### config.mk
export PLATFORM = sky130hd
export DESIGN_NAME = ktacc_cell
export DESIGN_NICKNAME = d
export VERILOG_FILES = /design/src/rtl/ktacc_pkg.sv /design/src/rtl/ktacc_cell.sv
export SDC_FILE = /design/constraint.sdc
export NUM_CORES = 1
export LEC_CHECK = 0
export BUFFER_PORTS_ARGS = -buffer_cell sky130_fd_sc_hd__buf_4
export CORE_MARGIN = 3
export CORE_UTILIZATION = 58
export CTS_CLUSTER_DIAMETER = 60
export CTS_CLUSTER_SIZE = 40
export DETAILED_ROUTE_END_ITERATION = 6
export PLACE_DENSITY_LB_ADDON = 0.08
export SLEW_MARGIN = 40
export SYNTH_ARGS = -nofsm -noshare
export SYNTH_HDL_FRONTEND = slang
export SYNTH_SLANG_ARGS = --single-unit
### constraint.sdc
create_clock -name clk -period 9.2 [get_ports clk]
set_input_delay 0.92 -clock clk [delete_from_list [all_inputs] [get_ports clk]]
set_output_delay 0.92 -clock clk [all_outputs]
set_load 0.005 [all_outputs]
### src/rtl/ktacc_pkg.sv
// Shared types, sizes and helper functions for the keyed total accumulator.
// Used by ktacc_cell and keyed_total_accumulator; depends on nothing else.
`default_nettype none

package ktacc_pkg;

	localparam int ENTRIES    = 16;
	localparam int NAME_BYTES = 11;
	localparam int KEY_BYTES  = 11;
	localparam int KEY_W      = 8 * KEY_BYTES;
	localparam int HEAD_W     = 64;
	localparam int TAIL_W     = 24;
	localparam int PTS_W      = 16;
	localparam int TOT_W      = 32;
	localparam int IDX_W      = (ENTRIES > 1) ? $clog2(ENTRIES) : 1;
	localparam int CNT_W      = $clog2(ENTRIES + 1);
	localparam int SLOT_OUT_W = 4;
	localparam int CNT_OUT_W  = 5;

	typedef logic [IDX_W-1:0] idx_t;
	typedef logic [CNT_W-1:0] cnt_t;

	// Record that walks down the cell chain with one item.
	typedef struct packed {
		logic [KEY_W-1:0] key;
		logic [TOT_W-1:0] pts;
		logic             done;
		logic             is_new;
		idx_t             slot;
		logic [TOT_W-1:0] total;
		logic             lead_any;
		idx_t             lead_slot;
		logic [TOT_W-1:0] lead_total;
	} rec_t;

	// A name ends at its first NUL byte or after NAME_BYTES bytes; all bytes
	// from there on are forced to zero so they never affect matching.
	function automatic logic [KEY_W-1:0] canon_key(input logic [HEAD_W-1:0] head,
			input logic [TAIL_W-1:0] tail);
		logic [KEY_W-1:0] raw;
		logic [KEY_W-1:0] key;
		logic             ended;
		raw   = {head, tail};
		key   = '0;
		ended = 1'b0;
		for (int i = 0; i < KEY_BYTES; i++) begin
			if (i >= NAME_BYTES || raw[KEY_W-1-8*i -: 8] == 8'h00) begin
				ended = 1'b1;
			end
			if (!ended) begin
				key[KEY_W-1-8*i -: 8] = raw[KEY_W-1-8*i -: 8];
			end
		end
		return key;
	endfunction

	function automatic logic [SLOT_OUT_W-1:0] slot_out(input idx_t idx);
		logic [IDX_W+SLOT_OUT_W-1:0] wide;
		wide = {{SLOT_OUT_W{1'b0}}, idx};
		return wide[SLOT_OUT_W-1:0];
	endfunction

	function automatic logic [CNT_OUT_W-1:0] cnt_out(input cnt_t cnt);
		logic [CNT_W+CNT_OUT_W-1:0] wide;
		wide = {{CNT_OUT_W{1'b0}}, cnt};
		return wide[CNT_OUT_W-1:0];
	endfunction

endpackage

`default_nettype wire

### src/rtl/ktacc_cell.sv
// One table entry of the keyed total accumulator: stored key, total and valid bit.
// Updates its entry and the running leader in the record passing through it.
// Depends on ktacc_pkg.
`default_nettype none

module ktacc_cell import ktacc_pkg::*; (
	input  wire logic clk,
	input  wire logic arst_n,
	input  wire logic advance,
	input  wire idx_t cell_idx,
	input  wire logic rec_vld_in,
	input  wire rec_t rec_in,
	output logic      rec_vld_out,
	output rec_t      rec_out
);

	logic [KEY_W-1:0] key_q;
	logic [TOT_W-1:0] total_q;
	logic             used_q;
	logic             rec_vld_q;
	rec_t             rec_q;

	logic             open;
	logic             hit;
	logic             alloc;
	logic [TOT_W-1:0] new_total;
	logic             new_used;
	rec_t             rec_nxt;

	// Keys are unique among used entries, so at most one cell can hit.
	// Entries fill in order, so the first unused cell reached is the free one.
	assign open      = rec_vld_in && !rec_in.done;
	assign hit       = open && used_q && (key_q == rec_in.key);
	assign alloc     = open && !used_q;
	assign new_used  = used_q || alloc;
	assign new_total = hit ? (total_q + rec_in.pts) : (alloc ? rec_in.pts : total_q);

	always_comb begin
		rec_nxt = rec_in;
		if (hit || alloc) begin
			rec_nxt.done   = 1'b1;
			rec_nxt.is_new = alloc;
			rec_nxt.slot   = cell_idx;
			rec_nxt.total  = new_total;
		end
		// Cells behind the touched one still hold their old totals, and the
		// touched cell compares its new total, so one pass gives the argmax.
		if (new_used && (!rec_in.lead_any ||
				$signed(new_total) > $signed(rec_in.lead_total))) begin
			rec_nxt.lead_any   = 1'b1;
			rec_nxt.lead_slot  = cell_idx;
			rec_nxt.lead_total = new_total;
		end
	end

	always_ff @(posedge clk or negedge arst_n) begin
		if (!arst_n) begin
			used_q    <= 1'b0;
			rec_vld_q <= 1'b0;
		end else if (advance) begin
			rec_vld_q <= rec_vld_in;
			if (alloc) begin
				used_q <= 1'b1;
			end
		end
	end

	always_ff @(posedge clk) begin
		if (advance) begin
			rec_q <= rec_nxt;
			if (alloc) begin
				key_q <= rec_in.key;
			end
			if (hit || alloc) begin
				total_q <= new_total;
			end
		end
	end

	assign rec_vld_out = rec_vld_q;
	assign rec_out     = rec_q;

endmodule

`default_nettype wire

* Word-level counts from Yosys, hierarchy flattened
Index checks and enable logic that the tools add are counted.
** Word-level totals
- Output and inout port bits :: 196
- Bits of input ports :: 203
- Word-level logic and storage cells :: 33
- Flip-flop bits (word level) :: 317
** Cells by class
- Muxes and demuxes :: 4
- Magnitude comparators :: 1
- Add/sub/neg operators :: 1
- Eq/ne operators :: 1
- Reduce and logical (&&, ||, !) cells :: 13
** Operators with widths (number)
- $eq A88 B88 Y1 :: 1
- $mux W32 :: 2
- $mux W37 :: 1
- $mux W36 :: 1
- $add A32 B32 Y32 :: 1
- $gt A32 B32 Y1 :: 1
- $logic_and A1 B1 Y1 :: 5
- $reduce_and A2 Y1 :: 2
- $logic_not A1 Y1 :: 3
- $logic_or A1 B1 Y1 :: 3

* Logic depth before layout (Yosys ltp)
Gate-level depths: netlist of the first run.
- Depth in word-level cells :: 9
- Depth in mapped cells :: 21
- Depth with buffers taken out :: 20

* Least setup slack after synthesis of the first run
No wires, ideal clock.
- Kind :: input port to flip-flop
- Start :: input port rec_in[75] in the netlist's numbering
- End :: register rec_q (netlist bit rec_out[10]), data pin
- Cell stages on the path :: 20
- Arrival time :: 5314 ps
- Path slack :: 3626 ps
- Path through :: ha_1 -> inv_1 -> fa_1 -> nor2b_1 -> o2111ai_1 -> nand2_1 -> a211oi_2 -> o31a_1 -> or4b_1 -> a31oi_1 -> nor2_1 -> ha_1 -> nand4_1 -> or2_2 -> nand3b_1 -> a221oi_1 -> nor4_4 -> nor2_2 -> buf_2 -> mux2_2
** RTL lines
- from (decl) :: RTL line ktacc_cell.sv:12 : input wire rec_t rec_in,
- to (signal assigned) :: RTL line ktacc_cell.sv:70 : rec_q <= rec_nxt;
- to (decl) :: RTL line ktacc_cell.sv:21 : rec_t rec_q;

==> results of run 1 <==
==> final timing paths <==
check	start	to	slack, ps	depth (start not counted)
max	rec_in[76]	rec_out[23]	3210	19
min	arst_n	rec_vld_out	140	1
max reg2reg	total_q[1]	rec_out[23]	3310	18
min reg2reg	rec_vld_out	rec_vld_out	520	1
max in group asynchronous	arst_n	used_q	8970	1
min in group clk	rec_vld_out	rec_vld_out	520	1
==> routing by layer <==
metal,GRT usage (%),part of all wire (%)
met1,36.65,38
met2,48.48,50
met3,6.715,8.7
met4,9.107,3.1
met5,0,0.031
==> per-stage QoR <==
step	cell area, um2	std cells	util (%)	setup slack (ps)
after detailed placement	18640	1849	72.98	2660
after global routing	19590	1902	76.70	2883
final	19590	1902	76.70	3209
after CTS	19560	1899	76.57	3252
after floorplan	15290	1139	-	3626
after global placement	18630	1849	72.94	2754
==> power groups by stage <==
stage / Combinational [mW] / Clock (mW) / Sequential, mW
2_1_floorplan: 0.244 / 0 / 1.77
3_3_place_gp: 0.542 / 0 / 1.76
3_5_place_dp: 0.554 / 0 / 1.76
4_1_cts: 0.556 / 1.19 / 1.73
5_1_grt: 0.603 / 1.25 / 1.74
6_report: 0.559 / 1.18 / 1.73
==> critical path, delay by kind of cell <==
family / cells / cell delay, ps
AO/OA/AOI/OAI: 8 / 2840
multiplexers: 1 / 390
buffers and inverters: 2 / 470
adder cells (fa/ha/maj): 2 / 630
AND/OR/NAND/NOR: 6 / 1020
==> cell usage in the layout (no fill, tap or decap), drive strengths merged, types with 3 or more instances in the layout <==
| master | n |
|---|---|
| buf | 409 |
| and2 | 8 |
| nand3b | 5 |
| nand2b | 55 |
| nand4 | 51 |
| inv | 72 |
| o31ai | 12 |
| o2111ai | 8 |
| xnor2 | 66 |
| or4 | 4 |
| ha | 63 |
| nor2b | 11 |
| clkbuf | 29 |
| or2 | 3 |
| nor2 | 46 |
| a21oi | 72 |
| and3 | 9 |
| xor2 | 10 |
| o21bai | 6 |
| nand2 | 86 |
| a21o | 12 |
| edfxtp | 315 |
| and4 | 3 |
| nand3 | 7 |
| nor3 | 17 |
| o21a | 6 |
| or3 | 5 |
| a22oi | 5 |
| a211oi | 10 |
| o22ai | 7 |
| o21ai | 37 |
| mux2 | 53 |
| mux2i | 15 |
| nor4 | 9 |
| clkinv | 6 |
| a31oi | 6 |
==> cell type report <==
class	instances	area, um2
sequential	317	9509
fill	1632	5952
multi-input combinational	735	5418
timing repair buffer	410	3112
clock buffer	28	679.4
tap	330	412.9
clock inverter	22	239.0
inverter	58	217.7
antenna	2	5.005
==> cells by family (layout without fill, tap and decap cells) <==
| logic type | Yosys count | after routing | synth area share, % |
|---|---|---|---|
| simple gates | 324 | 324 | 11.50 |
| xor+xnor | 76 | 76 | 4.352 |
| mux | 68 | 68 | 4.966 |
| fa+ha+maj | 64 | 64 | 5.285 |
| other cells | 0 | 2 | 0 |
| compound gates | 203 | 203 | 9.203 |
| buf+inv | 87 | 518 | 2.520 |
| flops | 317 | 317 | 62.17 |
==> state kept, by name (all words and copies together), names as in the netlist <==
name         count
rec_out        195
used_q           1
total_q         32
key_q           88
rec_vld_out      1
==> reports/metrics.json, run 1 <==
{
  "drt_pre_antenna_iters": {"value": 5},
  "critical-path-max-stage-delay": {"value": 580, "unit": "ps"},
  "synth-async-reset-ratio": {"value": 0.6309, "unit": "%"},
  "root_buffer": {"value": "sky130_fd_sc_hd__clkbuf_16"},
  "grt_pass1_vias": {"value": 11080},
  "timing.hold.worst.class": {"value": "primary input to async pin"},
  "overall_die_width": {"value": 168.4, "unit": "um"},
  "clkSinkCount": {"value": 317},
  "place.detailed.hpwl": {"value": 32050, "unit": "um"},
  "numPortBuffers": {"value": 398},
  "core_region_area": {"value": 25540, "unit": "um2"},
  "comb_power_share": {"value": 16.1, "unit": "%"},
  "finalPower": {"value": 3.465, "unit": "mW"},
  "max-slew-margin-rel": {"value": 43.53, "unit": "%"},
  "rows": {"value": 58},
  "tritoncts.num_buffers": {"value": 27},
  "power_frac_clock": {"value": 34.0, "unit": "%"},
  "nets": {"value": 1816},
  "final_setup_tns": {"value": 0, "unit": "ps"},
  "worstPathRequired": {"value": 9490, "unit": "ps"},
  "tritoncts": {"value": "done"},
  "vias_per_cell": {"value": 5.813},
  "postCtsSetupRepairBufs": {"value": 0},
  "timing.hold.ws": {"value": 135.7, "unit": "ps"},
  "ys_types": {"value": 72},
  "totalWireLength": {"value": 42070, "unit": "um"},
  "synth_top_cell_area_share": {"value": 61.85, "unit": "%"},
  "leakage_power": {"value": 7.774, "unit": "nW"},
  "rsz_0062_raised_after_global_routing": {"value": "false"},
  "post-synth-top-count-cell": {"value": "sky130_fd_sc_hd__edfxtp_1"},
  "max_clock_freq": {"value": 0.1669, "unit": "GHz"},
  "num_vias": {"value": 11060},
  "drtIter0Drc": {"value": 873},
  "cts_resized": {"value": 0},
  "cts-root-to-sink-buffers": {"value": 3},
  "grt_util_all_layers": {"value": 28.56, "unit": "%"},
  "cts.hold.buffers_added": {"value": 0},
  "status": {"value": "finished clean"},
  "synth_area_per_cell": {"value": 13.43, "unit": "um2"},
  "crit_arrival": {"value": 6280, "unit": "ps"},
  "cap_viol_max_count": {"value": 0},
  "final_hold_viol_count": {"value": 0},
  "critical_path.endpoint_type": {"value": "register"},
  "synth_area": {"value": 15290, "unit": "um2"},
  "initial_core_utilization": {"value": 59.87, "unit": "%"},
  "layout-drive-gt1-share": {"value": 34.97, "unit": "%"},
  "synth_cells": {"value": 1139},
  "grt_remaining_overflow": {"value": 0},
  "vdd_ir_drop_max": {"value": 186.1, "unit": "uV"},
  "critPathKind": {"value": "primary input to register"},
  "power.net_switching": {"value": 0.9109, "unit": "mW"},
  "final_antenna_net_count": {"value": 0},
  "synth_ff_type": {"value": "sky130_fd_sc_hd__edfxtp_1"},
  "timing.final.crit_share": {"value": 65.12, "unit": "%"},
  "switching_share_of_total_power": {"value": 26.29, "unit": "%"},
  "clock_latency": {"value": 560, "unit": "ps"},
  "timing.final.max_slew_violations": {"value": 0},
  "area_delta_synth_final": {"value": 28.10, "unit": "%"},
  "synth_nets": {"value": 1406},
  "final_setup_violating_endpoints": {"value": 0},
  "critical_path.startpoint_type": {"value": "primary input"},
  "floorplan.die.height": {"value": 168.4, "unit": "um"},
  "largest_area_contributor_in_the_netlist": {"value": "sky130_fd_sc_hd__edfxtp_1"},
  "tightest_slew": {"value": 845.3, "unit": "ps"},
  "grt_antenna_before_repair": {"value": 3},
  "final.min_clock_period": {"value": 5991, "unit": "ps"},
  "crit_path_cell_trace": {"value": "buf_4 -> ha_1 -> a211o_1 -> a2111oi_2 -> o31a_1 -> o21ai_0 -> o21ai_0 -> o22ai_1 -> a22oi_1 -> nand2_1 -> ha_1 -> nand4_1 -> or2_2 -> nand3b_1 -> a221oi_1 -> nor4_4 -> nor2_2 -> buf_4 -> mux2_2"},
  "h-tree-depth": {"value": 1},
  "die-area": {"value": 28360, "unit": "um2"},
  "grt_max_degree": {"value": 90},
  "drcViolationCount": {"value": 0},
  "wl_per_cell": {"value": 22.12, "unit": "um"},
  "synth_enable_flop_cells": {"value": 315},
  "path_clk_slew": {"value": 80, "unit": "ps"},
  "synth_seq_area_share": {"value": 62.17, "unit": "%"},
  "p_int": {"value": 2.554, "unit": "mW"},
  "power_frac_seq": {"value": 49.9, "unit": "%"},
  "ys_ff_latch": {"value": 317},
  "synth_cell_count_leaders": {"value": "sky130_fd_sc_hd__edfxtp_1, sky130_fd_sc_hd__nand2_1, sky130_fd_sc_hd__xnor2_1"},
  "yosys-top-cells-area": {"value": "sky130_fd_sc_hd__edfxtp_1, sky130_fd_sc_hd__ha_1, sky130_fd_sc_hd__xnor2_1"},
  "boundaryPins": {"value": 399},
  "routabilityCongestion": {"value": 0.9228},
  "worst_clock_skew": {"value": 18.01, "unit": "ps"},
  "powerDensity": {"value": 176.9, "unit": "nW/um2"},
  "global_route_wire_length_before_repair": {"value": 62850, "unit": "um"},
  "path_max_fanout": {"value": 25},
  "crit_path_top_delay_cell": {"value": "sky130_fd_sc_hd__o21ai_0"},
  "ys.warnings.count": {"value": 0}
}
Note: power is estimated with default switching activity, not from simulation.
==> run 2: changes to the inputs <==
CORE_UTILIZATION = 53   (was 58)
clock period = 6.1 ns   (was 9.2 ns; I/O delays follow)
==> run 2 against run 1 <==
  * First-iteration DRC count shrank 23%
  * Highest routed layer unchanged
  * Final cell count grew 3.0%
  * Die area grew 9.1%
  * Routed wire length grew 1.4%
  * Core utilization shrank 5.5 points
  * Count of clock-buffer cells in the layout is the same
  * Sequential power grew 51%
  * Flip-flop and latch count is the same
==> reports/metrics.json, run 2 (synthesized netlist as in run 1, its figures left out) <==
{
  "root_buffer": {"value": "sky130_fd_sc_hd__clkbuf_16"},
  "critical_path.endpoint_type": {"value": "register"},
  "layout.cells.non_filler": {"value": 1959},
  "p_int": {"value": 4.045, "unit": "mW"},
  "routabilityCongestion": {"value": 0.9105},
  "vias_per_cell": {"value": 5.568},
  "drcViolationCount": {"value": 0},
  "drtIter0Drc": {"value": 671},
  "fin_util": {"value": 71.23, "unit": "%"},
  "rsz_0062_raised_after_global_routing": {"value": "false"},
  "timing.hold.ws": {"value": 209.2, "unit": "ps"},
  "max_clock_freq": {"value": 0.1739, "unit": "GHz"},
  "layout.cells.most_common": {"value": "sky130_fd_sc_hd__buf_4"},
  "grt_util_all_layers": {"value": 27.02, "unit": "%"},
  "tritoncts": {"value": "done"},
  "grt_pass1_vias": {"value": 11190},
  "status": {"value": "finished clean"},
  "crit_arrival": {"value": 6050, "unit": "ps"},
  "boundaryPins": {"value": 399},
  "timing.final.crit_share": {"value": 94.27, "unit": "%"},
  "timing.hold.worst.class": {"value": "primary input to register"},
  "tightest_slew": {"value": 794.4, "unit": "ps"},
  "num_vias": {"value": 10910},
  "grt_antenna_before_repair": {"value": 1},
  "path_clk_slew": {"value": 110, "unit": "ps"},
  "drt_pre_antenna_iters": {"value": 7},
  "layout-drive-gt1-share": {"value": 35.42, "unit": "%"},
  "path_max_fanout": {"value": 11},
  "cap_viol_max_count": {"value": 0},
  "switching_share_of_total_power": {"value": 27.49, "unit": "%"},
  "leakage_power": {"value": 7.929, "unit": "nW"},
  "layout.cells.most_common_list": {"value": "sky130_fd_sc_hd__buf_4, sky130_fd_sc_hd__edfxtp_1, sky130_fd_sc_hd__nand2_1"},
  "max-slew-margin-rel": {"value": 47.04, "unit": "%"},
  "nets": {"value": 1826},
  "timing.final.max_slew_violations": {"value": 0},
  "largest_register_ff_count": {"value": 195},
  "power_frac_seq": {"value": 46.7, "unit": "%"},
  "grt_remaining_overflow": {"value": 0},
  "power.net_switching": {"value": 1.533, "unit": "mW"},
  "place.detailed.hpwl": {"value": 32890, "unit": "um"},
  "area_delta_synth_final": {"value": 30.80, "unit": "%"},
  "critical_path.startpoint_type": {"value": "register"},
  "worst_clock_skew": {"value": 51.55, "unit": "ps"},
  "postCtsSetupRepairBufs": {"value": 0},
  "wl_per_cell": {"value": 21.77, "unit": "um"},
  "clock_latency": {"value": 600, "unit": "ps"},
  "vdd_ir_drop_max": {"value": 293.5, "unit": "uV"},
  "overall_die_width": {"value": 175.9, "unit": "um"},
  "power_frac_clock": {"value": 38.0, "unit": "%"},
  "worstPathRequired": {"value": 6400, "unit": "ps"},
  "comb_power_share": {"value": 15.3, "unit": "%"},
  "global_route_wire_length_before_repair": {"value": 63940, "unit": "um"},
  "final_hold_viol_count": {"value": 0},
  "clkSinkCount": {"value": 317},
  "post-place-cells": {"value": 1906},
  "critPathKind": {"value": "register to register"},
  "final_antenna_net_count": {"value": 0},
  "rows": {"value": 61},
  "grt_max_degree": {"value": 143},
  "floorplan.die.height": {"value": 175.9, "unit": "um"},
  "core_region_area": {"value": 28090, "unit": "um2"},
  "tritoncts.num_buffers": {"value": 28},
  "final_setup_violating_endpoints": {"value": 0},
  "numPortBuffers": {"value": 398},
  "final.min_clock_period": {"value": 5751, "unit": "ps"},
  "cts-root-to-sink-buffers": {"value": 3},
  "initial_core_utilization": {"value": 54.45, "unit": "%"},
  "h-tree-depth": {"value": 1},
  "powerDensity": {"value": 278.8, "unit": "nW/um2"},
  "antenna-diode-count": {"value": 0},
  "die-area": {"value": 30930, "unit": "um2"},
  "totalWireLength": {"value": 42650, "unit": "um"}
}
-- run 2: layout make-up --
class | instances | area [um2]
timing repair buffer | 419 | 3192
inverter | 58 | 217.7
fill | 2023 | 8082
clock inverter | 24 | 498.0
clock buffer | 28 | 700.7
sequential | 317 | 9509
tap | 378 | 473.0
multi-input combinational | 735 | 5415
-- run 2: final timing paths --
check | from | endpoint | slack, ps | cells after the start
hold reg to reg | rec_vld_out | rec_vld_out | 520 | 1
setup / recovery | total_q[0] | rec_out[30] | 350 | 19
setup reg to reg | total_q[0] | rec_out[30] | 350 | 19
max in group asynchronous | arst_n | used_q | 5670 | 2
min in group asynchronous | arst_n | rec_vld_out | 340 | 2
hold / removal | rec_in[192] | rec_out[192] | 210 | 1
-- run 2: timing repair --
item,in CTS,in global routing
endpoints found under the setup margin,0,20
resized for setup,0,1
endpoints found under the hold margin,2,0
hold buffers,1,0
-- run 2: per-layer routing --
layer | share of wire [%] | track usage, %
met1 | 39 | 33.94
met2 | 51 | 46.96
met4 | 3.4 | 8.314
met5 | 0.047 | 0
met3 | 7.5 | 5.966
-- run 2: power groups by stage --
stage	clock network [mW]	registers [mW]	logic, mW
CTS	2.16	2.61	0.858
detailed placement	0	2.66	0.852
global route	2.25	2.62	0.925
floorplan	0	2.66	0.368
finish	2.12	2.61	0.853
global placement	0	2.65	0.840
-- run 2: worst max-delay path: stages, from the launching register on --
cell and delay [ps]:
sky130_fd_sc_hd__edfxtp_1 350, sky130_fd_sc_hd__ha_1 190, sky130_fd_sc_hd__inv_1 70, sky130_fd_sc_hd__fa_1 390
sky130_fd_sc_hd__nor2b_1 180, sky130_fd_sc_hd__o2111ai_1 160, sky130_fd_sc_hd__nand2_1 210, sky130_fd_sc_hd__a211oi_2 130
sky130_fd_sc_hd__o31a_1 380, sky130_fd_sc_hd__or4b_1 530, sky130_fd_sc_hd__a31oi_1 370, sky130_fd_sc_hd__nor2_1 120
sky130_fd_sc_hd__ha_1 300, sky130_fd_sc_hd__nand4_1 60, sky130_fd_sc_hd__or2_2 310, sky130_fd_sc_hd__nand3b_1 210
sky130_fd_sc_hd__a221oi_1 530, sky130_fd_sc_hd__nor4_4 70, sky130_fd_sc_hd__or2_2 450, sky130_fd_sc_hd__o31ai_1 460
-- run 2: per-stage QoR --
step | setup slack (ps) | setup TNS [ps] | total power [mW] | instance area [um2]
global placement | 111.2 | 0 | 3.493 | 18800
CTS | 283.6 | 0 | 5.626 | 20010
finish | 349.5 | 0 | 5.578 | 20010
floorplan | 836.3 | 0 | 3.032 | 15290
global route | 75.38 | 0 | 5.795 | 20010
detailed placement | -25.05 | -293.5 | 3.507 | 18800
